`config.mk`:
```
export PLATFORM = sky130hd
export DESIGN_NAME = bicycle_model_pose_update
export DESIGN_NICKNAME = d
export VERILOG_FILES = /design/src/rtl/bmpu_pkg.sv /design/src/rtl/bmpu_mul.sv /design/src/rtl/bmpu_cordic.sv /design/src/rtl/bicycle_model_pose_update.sv
export SDC_FILE = /design/constraint.sdc
export NUM_CORES = 2
export LEC_CHECK = 0
export BUFFER_PORTS_ARGS = -buffer_cell sky130_fd_sc_hd__buf_4
export CORE_MARGIN = 3
export CORE_UTILIZATION = 30
export DETAILED_ROUTE_END_ITERATION = 10
export GPL_ROUTABILITY_DRIVEN = 1
export HOLD_SLACK_MARGIN = 0.03
export SYNTH_ARGS = -nofsm -noshare
export SYNTH_HDL_FRONTEND = slang
export SYNTH_SLANG_ARGS = --single-unit
```
`constraint.sdc`:
```
create_clock -name aclk -period 9.7 [get_ports aclk]
set_clock_uncertainty 0.15 [all_clocks]
set_input_delay 0.485 -clock aclk [delete_from_list [all_inputs] [get_ports aclk]]
set_output_delay 0.485 -clock aclk [all_outputs]
set_load 0.01 [all_outputs]
```
`src/rtl/bmpu_pkg.sv`:
```
`default_nettype none
package bmpu_pkg;

    localparam int TRIG_ITERATIONS_DEF = 16;
    localparam int ATAN_TBL_LEN        = 24;
    localparam int ATAN_IDX_W          = 5;

    // Shared multiplier: A operand signed, B operand signed, one B bit per cycle.
    localparam int MUL_A_W = 72;
    localparam int MUL_B_W = 32;
    localparam int MUL_P_W = MUL_A_W + 1 + MUL_B_W;
    localparam int MUL_CNT_W = $clog2(MUL_B_W);

    // CORDIC datapath width, Q30 values with guard bits.
    localparam int CRD_W = 34;
    localparam logic signed [CRD_W-1:0] CORDIC_GAIN = 34'sd652032874;

    localparam logic [31:0] RAD_Q16_TO_BAM = 32'd683565276;
    localparam logic signed [17:0] WHEEL_LIMIT = 18'sd91750;

    // Configuration register indexes
    localparam logic [1:0] REG_INV_STEER_RATIO = 2'd0;
    localparam logic [1:0] REG_INV_WHEEL_BASE  = 2'd1;
    localparam logic [1:0] REG_TIME_STEP       = 2'd2;

    localparam logic [15:0] INV_STEER_RATIO_RST = 16'd4096;
    localparam logic [15:0] INV_WHEEL_BASE_RST  = 16'd23405;
    localparam logic [15:0] TIME_STEP_RST       = 16'd655;

    typedef logic signed [CRD_W-1:0] crd_word_t;

    function automatic crd_word_t atan_entry(input logic [ATAN_IDX_W-1:0] idx);
        crd_word_t v;
        case (idx)
            5'd0:    v = 34'sh020000000;
            5'd1:    v = 34'sh012E4051E;
            5'd2:    v = 34'sh009FB385B;
            5'd3:    v = 34'sh0051111D4;
            5'd4:    v = 34'sh0028B0D43;
            5'd5:    v = 34'sh00145D7E1;
            5'd6:    v = 34'sh000A2F61E;
            5'd7:    v = 34'sh000517C55;
            5'd8:    v = 34'sh00028BE53;
            5'd9:    v = 34'sh000145F2F;
            5'd10:   v = 34'sh0000A2F98;
            5'd11:   v = 34'sh0000517CC;
            5'd12:   v = 34'sh000028BE6;
            5'd13:   v = 34'sh0000145F3;
            5'd14:   v = 34'sh00000A2FA;
            5'd15:   v = 34'sh00000517D;
            5'd16:   v = 34'sh0000028BE;
            5'd17:   v = 34'sh00000145F;
            5'd18:   v = 34'sh000000A30;
            5'd19:   v = 34'sh000000518;
            5'd20:   v = 34'sh00000028C;
            5'd21:   v = 34'sh000000146;
            5'd22:   v = 34'sh0000000A3;
            5'd23:   v = 34'sh000000051;
            default: v = '0;
        endcase
        return v;
    endfunction

endpackage
`default_nettype wire

```
`src/rtl/bmpu_mul.sv`:
```
`default_nettype none
module bmpu_mul
    import bmpu_pkg::*;
(
    input  wire                              aclk,
    input  wire                              aresetn,
    input  wire                              start,
    input  wire logic signed [MUL_A_W-1:0]   op_a,
    input  wire logic signed [MUL_B_W-1:0]   op_b,
    output logic                             done,
    output logic signed [MUL_P_W-1:0]        prod
);

    logic signed [MUL_A_W-1:0] a_reg;
    logic signed [MUL_A_W:0]   p_reg, p_next;
    logic [MUL_B_W-1:0]        q_reg, q_next;
    logic [MUL_CNT_W-1:0]      cnt_reg;
    logic                      busy_reg, done_reg;
    logic signed [MUL_A_W+1:0] addend, sum;
    logic                      last;

    assign last = (cnt_reg == MUL_CNT_W'(MUL_B_W - 1));

    always_comb begin
        // sign bit of B carries negative weight
        if (q_reg[0]) begin
            addend = last ? -(MUL_A_W+2)'(a_reg) : (MUL_A_W+2)'(a_reg);
        end else begin
            addend = '0;
        end
        sum    = (MUL_A_W+2)'(p_reg) + addend;
        p_next = sum[MUL_A_W+1:1];
        q_next = {sum[0], q_reg[MUL_B_W-1:1]};
    end

    always_ff @(posedge aclk) begin
        if (!aresetn) begin
            busy_reg <= 1'b0;
            done_reg <= 1'b0;
            cnt_reg  <= '0;
        end else begin
            done_reg <= busy_reg && last;
            if (start) begin
                busy_reg <= 1'b1;
                cnt_reg  <= '0;
            end else if (busy_reg) begin
                cnt_reg <= cnt_reg + 1'b1;
                if (last) busy_reg <= 1'b0;
            end
        end
    end

    always_ff @(posedge aclk) begin
        if (start) begin
            a_reg <= op_a;
            p_reg <= '0;
            q_reg <= op_b;
        end else if (busy_reg) begin
            p_reg <= p_next;
            q_reg <= q_next;
        end
    end

    assign done = done_reg;
    assign prod = {p_reg, q_reg};

endmodule
`default_nettype wire

```
`src/rtl/bmpu_cordic.sv`:
```
`default_nettype none
module bmpu_cordic
    import bmpu_pkg::*;
#(
    parameter int ITER = TRIG_ITERATIONS_DEF
) (
    input  wire               aclk,
    input  wire               aresetn,
    input  wire               start,
    input  wire logic [31:0]  angle,
    output logic              done,
    output crd_word_t         cos_q30,
    output crd_word_t         sin_q30
);

    localparam int IW = (ITER > 1) ? $clog2(ITER) : 1;

    crd_word_t       x_reg, y_reg, z_reg, cos_reg, sin_reg;
    logic [IW-1:0]   i_reg;
    logic            busy_reg, done_reg, flip_reg;
    logic            last;
    logic            flip_in;
    logic [31:0]     ang_adj;
    crd_word_t       ys, xs, at;

    assign last    = (i_reg == IW'(ITER - 1));
    assign flip_in = angle[31] ^ angle[30];
    assign ang_adj = flip_in ? {~angle[31], angle[30:0]} : angle;

    always_comb begin
        ys = y_reg >>> i_reg;
        xs = x_reg >>> i_reg;
        at = atan_entry(ATAN_IDX_W'(i_reg));
    end

    always_ff @(posedge aclk) begin
        if (!aresetn) begin
            busy_reg <= 1'b0;
            done_reg <= 1'b0;
            i_reg    <= '0;
        end else begin
            done_reg <= busy_reg && last;
            if (start) begin
                busy_reg <= 1'b1;
                i_reg    <= '0;
            end else if (busy_reg) begin
                i_reg <= i_reg + 1'b1;
                if (last) busy_reg <= 1'b0;
            end
        end
    end

    always_ff @(posedge aclk) begin
        if (start) begin
            x_reg    <= CORDIC_GAIN;
            y_reg    <= '0;
            z_reg    <= CRD_W'($signed(ang_adj));
            flip_reg <= flip_in;
        end else if (busy_reg) begin
            if (!z_reg[CRD_W-1]) begin
                x_reg <= x_reg - ys;
                y_reg <= y_reg + xs;
                z_reg <= z_reg - at;
            end else begin
                x_reg <= x_reg + ys;
                y_reg <= y_reg - xs;
                z_reg <= z_reg + at;
            end
        end
        if (busy_reg && last) begin
            // results of the final step are not yet in x_reg, so fold them here
            if (!z_reg[CRD_W-1]) begin
                cos_reg <= flip_reg ? -(x_reg - ys) : (x_reg - ys);
                sin_reg <= flip_reg ? -(y_reg + xs) : (y_reg + xs);
            end else begin
                cos_reg <= flip_reg ? -(x_reg + ys) : (x_reg + ys);
                sin_reg <= flip_reg ? -(y_reg - xs) : (y_reg - xs);
            end
        end
    end

    assign done    = done_reg;
    assign cos_q30 = cos_reg;
    assign sin_q30 = sin_reg;

endmodule
`default_nettype wire

```
`src/rtl/bicycle_model_pose_update.sv`:
```
// Pose update, one item in work at a time on a single sequencer.
// Load item: the accept edge stores the pose and moves to S_FIN, which fills the result register.
// Integrate item: the result is offered after ten bit-serial multiplies, two CORDIC runs and a
// 50-step restoring divide. Input reopens on the edge that loads the result register;
// a stalled result holds the sequencer. Reset (aresetn low, synchronous) clears the pose.
`default_nettype none
module bicycle_model_pose_update
    import bmpu_pkg::*;
#(
    parameter int TRIG_ITERATIONS = TRIG_ITERATIONS_DEF
) (
    input  wire                aclk,
    input  wire                aresetn,
    // Step item input
    input  wire                s_tvalid,
    output logic               s_tready,
    input  wire logic [111:0]  s_tdata,  // speed, steer_angle, load_x, load_y, load_heading
    input  wire logic          s_tuser,  // req_type
    // Pose result output
    output logic               m_tvalid,
    input  wire                m_tready,
    output logic [79:0]        m_tdata,  // pos_x, pos_y, heading
    // Configuration writes
    input  wire                cfg_we,
    input  wire logic [1:0]    cfg_addr,
    input  wire logic [15:0]   cfg_wdata
);

    localparam logic [4:0] S_IDLE = 5'd0,  S_M1  = 5'd1,  S_M2  = 5'd2,  S_C1  = 5'd3,
                           S_DI   = 5'd4,  S_DR  = 5'd5,  S_M3  = 5'd6,  S_M4  = 5'd7,
                           S_M5   = 5'd8,  S_M6  = 5'd9,  S_C2  = 5'd10, S_M7  = 5'd11,
                           S_M8   = 5'd12, S_M9  = 5'd13, S_M10 = 5'd14, S_FIN = 5'd15;

    localparam int DIV_W = 50;

    // configuration
    logic [15:0] isr_reg, iwb_reg, ts_reg;

    // pose and item fields
    logic signed [31:0] px_reg, py_reg;
    logic [15:0]        ph_reg;
    logic signed [15:0] speed_reg, steer_reg;

    logic [4:0]         state_reg;
    logic               wait_reg;
    logic signed [MUL_A_W-1:0] tmp_reg;
    logic [31:0]        ang_reg;
    crd_word_t          wc_reg, ws_reg;

    // divider
    logic [DIV_W-1:0]   q_reg;
    logic [CRD_W-1:0]   rem_reg;
    logic [5:0]         dcnt_reg;

    logic               m_valid_reg;
    logic [79:0]        m_data_reg;

    // multiplier hookup
    logic                      mul_state, mul_start, mul_done;
    logic signed [MUL_A_W-1:0] mul_a;
    logic signed [MUL_B_W-1:0] mul_b;
    logic signed [MUL_P_W-1:0] mul_p;
    logic signed [MUL_A_W-1:0] p72;
    logic signed [MUL_A_W-1:0] tanq;

    logic      crd_state, crd_start, crd_done;
    crd_word_t crd_cos, crd_sin;

    assign mul_state = (state_reg == S_M1) || (state_reg == S_M2) || (state_reg == S_M3)
                    || (state_reg == S_M4) || (state_reg == S_M5) || (state_reg == S_M6)
                    || (state_reg == S_M7) || (state_reg == S_M8) || (state_reg == S_M9)
                    || (state_reg == S_M10);
    assign crd_state = (state_reg == S_C1) || (state_reg == S_C2);
    assign mul_start = mul_state && !wait_reg;
    assign crd_start = crd_state && !wait_reg;

    // operand selection per step
    always_comb begin
        mul_a = tmp_reg;
        mul_b = MUL_B_W'($signed({1'b0, ts_reg}));
        unique case (state_reg)
            S_M1: begin
                mul_a = MUL_A_W'(steer_reg);
                mul_b = MUL_B_W'($signed({1'b0, isr_reg}));
            end
            S_M2, S_M6: mul_b = MUL_B_W'($signed({1'b0, RAD_Q16_TO_BAM}));
            S_M3, S_M9: begin
                // tangent straight from the held quotient, sign taken from the sine
                mul_a = (state_reg == S_M9) ? MUL_A_W'(ws_reg) : tanq;
                mul_b = MUL_B_W'(speed_reg);
            end
            S_M4: mul_b = MUL_B_W'($signed({1'b0, iwb_reg}));
            S_M7: begin
                mul_a = MUL_A_W'(wc_reg);
                mul_b = MUL_B_W'(speed_reg);
            end
            default: ;
        endcase
    end

    bmpu_mul u_mul (
        .aclk    (aclk),
        .aresetn (aresetn),
        .start   (mul_start),
        .op_a    (mul_a),
        .op_b    (mul_b),
        .done    (mul_done),
        .prod    (mul_p)
    );

    bmpu_cordic #(.ITER(TRIG_ITERATIONS)) u_cordic (
        .aclk    (aclk),
        .aresetn (aresetn),
        .start   (crd_start),
        .angle   (ang_reg),
        .done    (crd_done),
        .cos_q30 (crd_cos),
        .sin_q30 (crd_sin)
    );

    // rounded shifts of the product, ties toward plus infinity
    logic signed [MUL_A_W-1:0] rnd11, rnd16, rnd24, rnd38;
    logic [MUL_A_W-1:0]        bam16, bam32;
    logic signed [17:0]        wheel;
    logic signed [35:0]        sx_sum;
    logic signed [31:0]        sat_out;
    logic signed [31:0]        pose_sel;

    assign p72 = mul_p[MUL_A_W-1:0];

    always_comb begin
        rnd11 = (p72 + (MUL_A_W'(1) <<< 10)) >>> 11;
        rnd16 = (p72 + (MUL_A_W'(1) <<< 15)) >>> 16;
        rnd24 = (p72 + (MUL_A_W'(1) <<< 23)) >>> 24;
        rnd38 = (p72 + (MUL_A_W'(1) <<< 37)) >>> 38;
        bam16 = p72 + (MUL_A_W'(1) << 15);
        bam32 = p72 + (MUL_A_W'(1) << 31);
        // clamp the road-wheel angle to about 1.4 rad
        if (rnd11 > MUL_A_W'(WHEEL_LIMIT)) begin
            wheel = WHEEL_LIMIT;
        end else if (rnd11 < -MUL_A_W'(WHEEL_LIMIT)) begin
            wheel = -WHEEL_LIMIT;
        end else begin
            wheel = rnd11[17:0];
        end
        pose_sel = (state_reg == S_M8) ? px_reg : py_reg;
        sx_sum   = 36'(pose_sel) + 36'($signed(rnd38[33:0]));
        // saturate position to the signed 32-bit range
        if (sx_sum > 36'sh07FFFFFFF) begin
            sat_out = 32'sh7FFFFFFF;
        end else if (sx_sum < -36'sh080000000) begin
            sat_out = -32'sh80000000;
        end else begin
            sat_out = sx_sum[31:0];
        end
    end

    // restoring divide step
    logic [CRD_W:0]   trial;
    logic [CRD_W:0]   diff;
    logic             ws_neg;
    logic [CRD_W-1:0] ws_mag;

    assign ws_neg = ws_reg[CRD_W-1];
    assign ws_mag = ws_neg ? CRD_W'(-ws_reg) : CRD_W'(ws_reg);
    assign trial  = {rem_reg, q_reg[DIV_W-1]};
    assign diff   = trial - {1'b0, wc_reg};
    // quotient magnitude truncated toward zero, then signed by the sine
    assign tanq   = ws_neg ? -MUL_A_W'($signed({1'b0, q_reg}))
                           :  MUL_A_W'($signed({1'b0, q_reg}));

    assign s_tready = (state_reg == S_IDLE);

    always_ff @(posedge aclk) begin
        if (!aresetn) begin
            state_reg   <= S_IDLE;
            wait_reg    <= 1'b0;
            m_valid_reg <= 1'b0;
            isr_reg     <= INV_STEER_RATIO_RST;
            iwb_reg     <= INV_WHEEL_BASE_RST;
            ts_reg      <= TIME_STEP_RST;
            px_reg      <= '0;
            py_reg      <= '0;
            ph_reg      <= '0;
            dcnt_reg    <= '0;
        end else begin
            if (cfg_we) begin
                case (cfg_addr)
                    REG_INV_STEER_RATIO: isr_reg <= cfg_wdata;
                    REG_INV_WHEEL_BASE:  iwb_reg <= cfg_wdata;
                    REG_TIME_STEP:       ts_reg  <= cfg_wdata;
                    default: ;
                endcase
            end

            // drop the taken result unless a new one is loaded on the same edge
            if (m_valid_reg && m_tready && (state_reg != S_FIN)) m_valid_reg <= 1'b0;

            // issue a unit start once per step, then hold until it reports done
            if ((mul_state || crd_state) && !wait_reg) wait_reg <= 1'b1;

            unique case (state_reg)
                S_IDLE: begin
                    if (s_tvalid) begin
                        speed_reg <= s_tdata[15:0];
                        steer_reg <= s_tdata[31:16];
                        if (s_tuser) begin
                            px_reg    <= s_tdata[63:32];
                            py_reg    <= s_tdata[95:64];
                            ph_reg    <= s_tdata[111:96];
                            state_reg <= S_FIN;
                        end else begin
                            state_reg <= S_M1;
                        end
                    end
                end
                S_M1: if (mul_done) begin
                    tmp_reg   <= MUL_A_W'(wheel);
                    wait_reg  <= 1'b0;
                    state_reg <= S_M2;
                end
                S_M2: if (mul_done) begin
                    ang_reg   <= bam16[47:16];
                    wait_reg  <= 1'b0;
                    state_reg <= S_C1;
                end
                S_C1: if (crd_done) begin
                    // keep the divisor at least one LSB
                    wc_reg    <= (crd_cos < 34'sd1) ? 34'sd1 : crd_cos;
                    ws_reg    <= crd_sin;
                    wait_reg  <= 1'b0;
                    state_reg <= S_DI;
                end
                S_DI: begin
                    q_reg     <= {ws_mag, 16'h0};
                    rem_reg   <= '0;
                    dcnt_reg  <= '0;
                    state_reg <= S_DR;
                end
                S_DR: begin
                    if (!diff[CRD_W]) begin
                        rem_reg <= diff[CRD_W-1:0];
                        q_reg   <= {q_reg[DIV_W-2:0], 1'b1};
                    end else begin
                        rem_reg <= trial[CRD_W-1:0];
                        q_reg   <= {q_reg[DIV_W-2:0], 1'b0};
                    end
                    dcnt_reg <= dcnt_reg + 1'b1;
                    if (dcnt_reg == 6'(DIV_W - 1)) state_reg <= S_M3;
                end
                S_M3: if (mul_done) begin
                    tmp_reg   <= p72;
                    wait_reg  <= 1'b0;
                    state_reg <= S_M4;
                end
                S_M4: if (mul_done) begin
                    tmp_reg   <= rnd16;
                    wait_reg  <= 1'b0;
                    state_reg <= S_M5;
                end
                S_M5: if (mul_done) begin
                    tmp_reg   <= rnd24;
                    wait_reg  <= 1'b0;
                    state_reg <= S_M6;
                end
                S_M6: if (mul_done) begin
                    ph_reg    <= ph_reg + bam32[47:32];
                    ang_reg   <= {ph_reg + bam32[47:32], 16'h0};
                    wait_reg  <= 1'b0;
                    state_reg <= S_C2;
                end
                S_C2: if (crd_done) begin
                    wc_reg    <= crd_cos;
                    ws_reg    <= crd_sin;
                    wait_reg  <= 1'b0;
                    state_reg <= S_M7;
                end
                S_M7: if (mul_done) begin
                    tmp_reg   <= p72;
                    wait_reg  <= 1'b0;
                    state_reg <= S_M8;
                end
                S_M8: if (mul_done) begin
                    px_reg    <= sat_out;
                    wait_reg  <= 1'b0;
                    state_reg <= S_M9;
                end
                S_M9: if (mul_done) begin
                    tmp_reg   <= p72;
                    wait_reg  <= 1'b0;
                    state_reg <= S_M10;
                end
                S_M10: if (mul_done) begin
                    py_reg    <= sat_out;
                    wait_reg  <= 1'b0;
                    state_reg <= S_FIN;
                end
                S_FIN: begin
                    // hold until the result register is free
                    if (!m_valid_reg || m_tready) begin
                        m_data_reg  <= {ph_reg, py_reg, px_reg};
                        m_valid_reg <= 1'b1;
                        state_reg   <= S_IDLE;
                    end
                end
                default: state_reg <= S_IDLE;
            endcase
        end
    end

    assign m_tvalid = m_valid_reg;
    assign m_tdata  = m_data_reg;

    // Checks
    a_mul_done_waiting: assert property (@(posedge aclk) disable iff (!aresetn)
        mul_done |-> (mul_state && wait_reg))
        else $error("multiplier finished outside a multiply step");

    a_crd_done_waiting: assert property (@(posedge aclk) disable iff (!aresetn)
        crd_done |-> (crd_state && wait_reg))
        else $error("CORDIC finished outside a trig step");

    a_load_to_fin: assert property (@(posedge aclk) disable iff (!aresetn)
        (s_tvalid && s_tready && s_tuser) |=> (state_reg == S_FIN))
        else $error("load item did not go straight to result");

endmodule
`default_nettype wire
```
==> results.yml <==
outcome:
  status: "finished clean"
synth:
  ys_types: 107
  syn_nets: 9009
  synth_edf_count: 575
  yosysSeqAreaShare_pct: 33.9
  syn_inst: 8515
  yosysWarnings: 0
  ys_ff_latch: 899
  netlist_area_mm2: 0.0700
  synth-async-reset-ratio_pct: 0
  ys.flop_type: "edfxtp_1"
  synth.avg_cell_area_um2: 8.22
sta:
  worst_slew_pin_slew_ps: 1280
  slew_violations: 0
  hold_viol_final: 0
  finalSetupViolations: 0
  slew_headroom_pct: 13.6
  rsz0062_at_grt: "false"
  hold_ws_ps: 80.9
  period_needed_ps: 7780
  finalCritPeriodShare_pct: 80.2
  tns_ps: 0
  max_clock_freq_mhz: 128
floorplan:
  die_w_um: 489
  start_util_pct: 30.3
  dieArea_mm2: 0.239
  io_pins: 218
  core_area_mm2: 0.231
  dieHeight_um: 489
  rows: 176
placement:
  portBuffers: 217
  gp_congestion: 0.967
  hpwl_mm: 199
cts:
  cts_buffers: 101
  cts-root-buf: "clkbuf_16"
  clock_latency_ps: 770
  cts_max_path_buffers: 3
  post_cts_buffers: 0
  cts_max_level: 3
  cts_tree: "done"
  clkTransAtPathRegs_ps: 70
  cts_sinks: 899
pwr:
  p_per_area_mw_per_mm2: 371
  swShare_pct: 51.4
  p_comb_share_pct: 63.5
  netSwitchingPower_w: 0.0151
  peakVddDrop_mv: 0.317
  p_leak_nw: 30.1
  power.share.sequential_pct: 22.5
  intPower_w: 0.0143
  clkPwrFrac_pct: 14.0
drt:
  vias: 66141
  wl_per_cell_um: 22.4
  first_pass_iters: 7
  first_iter_violations: 6999
  ant_nets: 0
  drc_errors: 0
  drt_wl_total_mm: 262
  vias_per_cell: 5.67
layout:
  final_common_cell: "nand2_1"
  syn2layout_area_growth_pct: 13.2
  nets: 9034
  drive_above_1_share_pct: 8.37
  nFillCells: 23779
  largest_reg_flops: 80
  layout_common_cells: "nand2_1, nor2_1, a21oi_1"
  fin_util_pct: 34.3
global_route:
  grt_pass1_wl_mm: 392
  grt_usage_pct: 21.0
  grt_max_degree: 90
  grt_pass1_vias: 62590
  grt_overflow: 0
  antenna_found_initial: 12
critical_path:
  startpoint_type: "flip-flop"
  reg2regPathDepth: 19
  arrival_ps: 8240
  path_class: "flip-flop to flip-flop"
  cp_max_fo: 31
  cp.required_ps: 10160
  critPathCaptureType: "flip-flop"
hold_path:
  hp-class: "input pin to flip-flop"
  holdPathStages: 3
flow_run:
  cap_viol_max_count: 0
layer usage:
| layer | global-route usage, % | vias to the layer above | part of all wire, % |
|---|---|---|---|
| li1 | - | 31179 | - |
| met1 | 27.7 | 31787 | 43 |
| met2 | 34.6 | 2680 | 46 |
| met3 | 2.65 | 493 | 6.5 |
| met4 | 8.79 | 2 | 4.7 |
| met5 | 0 | - | 0.0050 |
logic make-up (layout without fill, tap and decap cells):
kind of cell	after synthesis	count (layout)	share of synthesized area, %
AOI/OAI and AO/OA	2457	2457	22.6
DFF	899	899	33.9
and+or+nand+nor	3164	3164	21.4
other	0	3	0
adders and majority gates	358	358	6.50
xor gates and xnor gates	624	624	7.81
buffers and inverters	830	944	4.49
muxes	183	183	3.33
per-stage QoR:
stage               instances  cell area (µm²)  total power (W)  setup slack [ps]
floorplan                8515            70000           0.0195              2550
global placement        11337            74500           0.0247              2250
detailed placement      11337            74500           0.0249              2190
CTS                     11655            79200           0.0291              2130
global route            11656            79200           0.0314              1450
finish                  11658            79300           0.0294              1920
synthesized netlist by cell type (all sizes together), types with 65 or more instances:
master  count  area [µm²]
nand3     231        1160
nand2    1095        4110
dfxtp     324        6490
o31ai      95         713
inv       283        1060
nor2      765        2870
a211oi    110         826
o21ai     625        3130
edfxtp    575       17300
ha        349        4370
xnor2     374        3280
a21o      190        1430
xor2      250        2190
nand4      87         551
and2      156         976
mux2i     115        1150
clkbuf    462        1740
nor4       83         549
nand2b     84         526
a21oi     628        3150
or3        88         561
a221oi     84         736
nor3      213        1080
and3       65         407
o211ai     81         608
nor2b      81         514
buf        71         290
a31oi     115         719
repair_timing:
action,CTS,global route
hold buffers,126,0
resized for setup,0,0
endpoints found under the hold margin,155,0
endpoints found under the setup margin,0,0
final timing paths:
kind                                          start                    to  slack [ps]
worst min register to register  u_cordic.sin_q30[0]             ws_reg[0]         270
worst max-delay path              u_cordic.i_reg[0]  u_cordic.sin_q30[33]        1920
worst max register to register    u_cordic.i_reg[0]  u_cordic.sin_q30[33]        1920
worst min-delay path                    s_tdata[41]             px_reg[9]          80
area by class of cell:
type                       instances  area [µm²]  area share, %
sequential                       899       23800           30.0
timing repair buffer             455        3730           4.71
clock buffer                     120        2680           3.38
tap                             3026        3790           4.78
inverter                         297        1120           1.41
multi-input combinational       6786       43300           54.7
clock inverter                    72         843           1.06
antenna                            3        7.51        0.00947
worst max-delay path: stages, from the launching register on:
cell	delay (ps)
dfxtp_4	660
clkinv_1	760
nand2_1	280
and3_1	180
a21oi_1	40
o21ai_0	390
ha_1	280
fa_1	250
nand2b_1	100
a2111o_1	490
a311oi_2	490
o21ai_1	260
xnor2_1	510
nand3_1	170
nor4_1	890
nor4b_1	610
nand4_1	340
o41ai_1	330
o22ai_1	130
nor4bb_1	270
power by group through the flow:
stage / registers, W / clock network [W] / logic [W]
6_report: 0.00662 / 0.00411 / 0.0187
5_1_grt: 0.00668 / 0.00432 / 0.0204
4_1_cts: 0.00657 / 0.00418 / 0.0183
3_5_place_dp: 0.00665 / 0 / 0.0182
3_3_place_gp: 0.00663 / 0 / 0.0181
2_1_floorplan: 0.00589 / 0 / 0.0136
(Power assumes the default switching activity.)
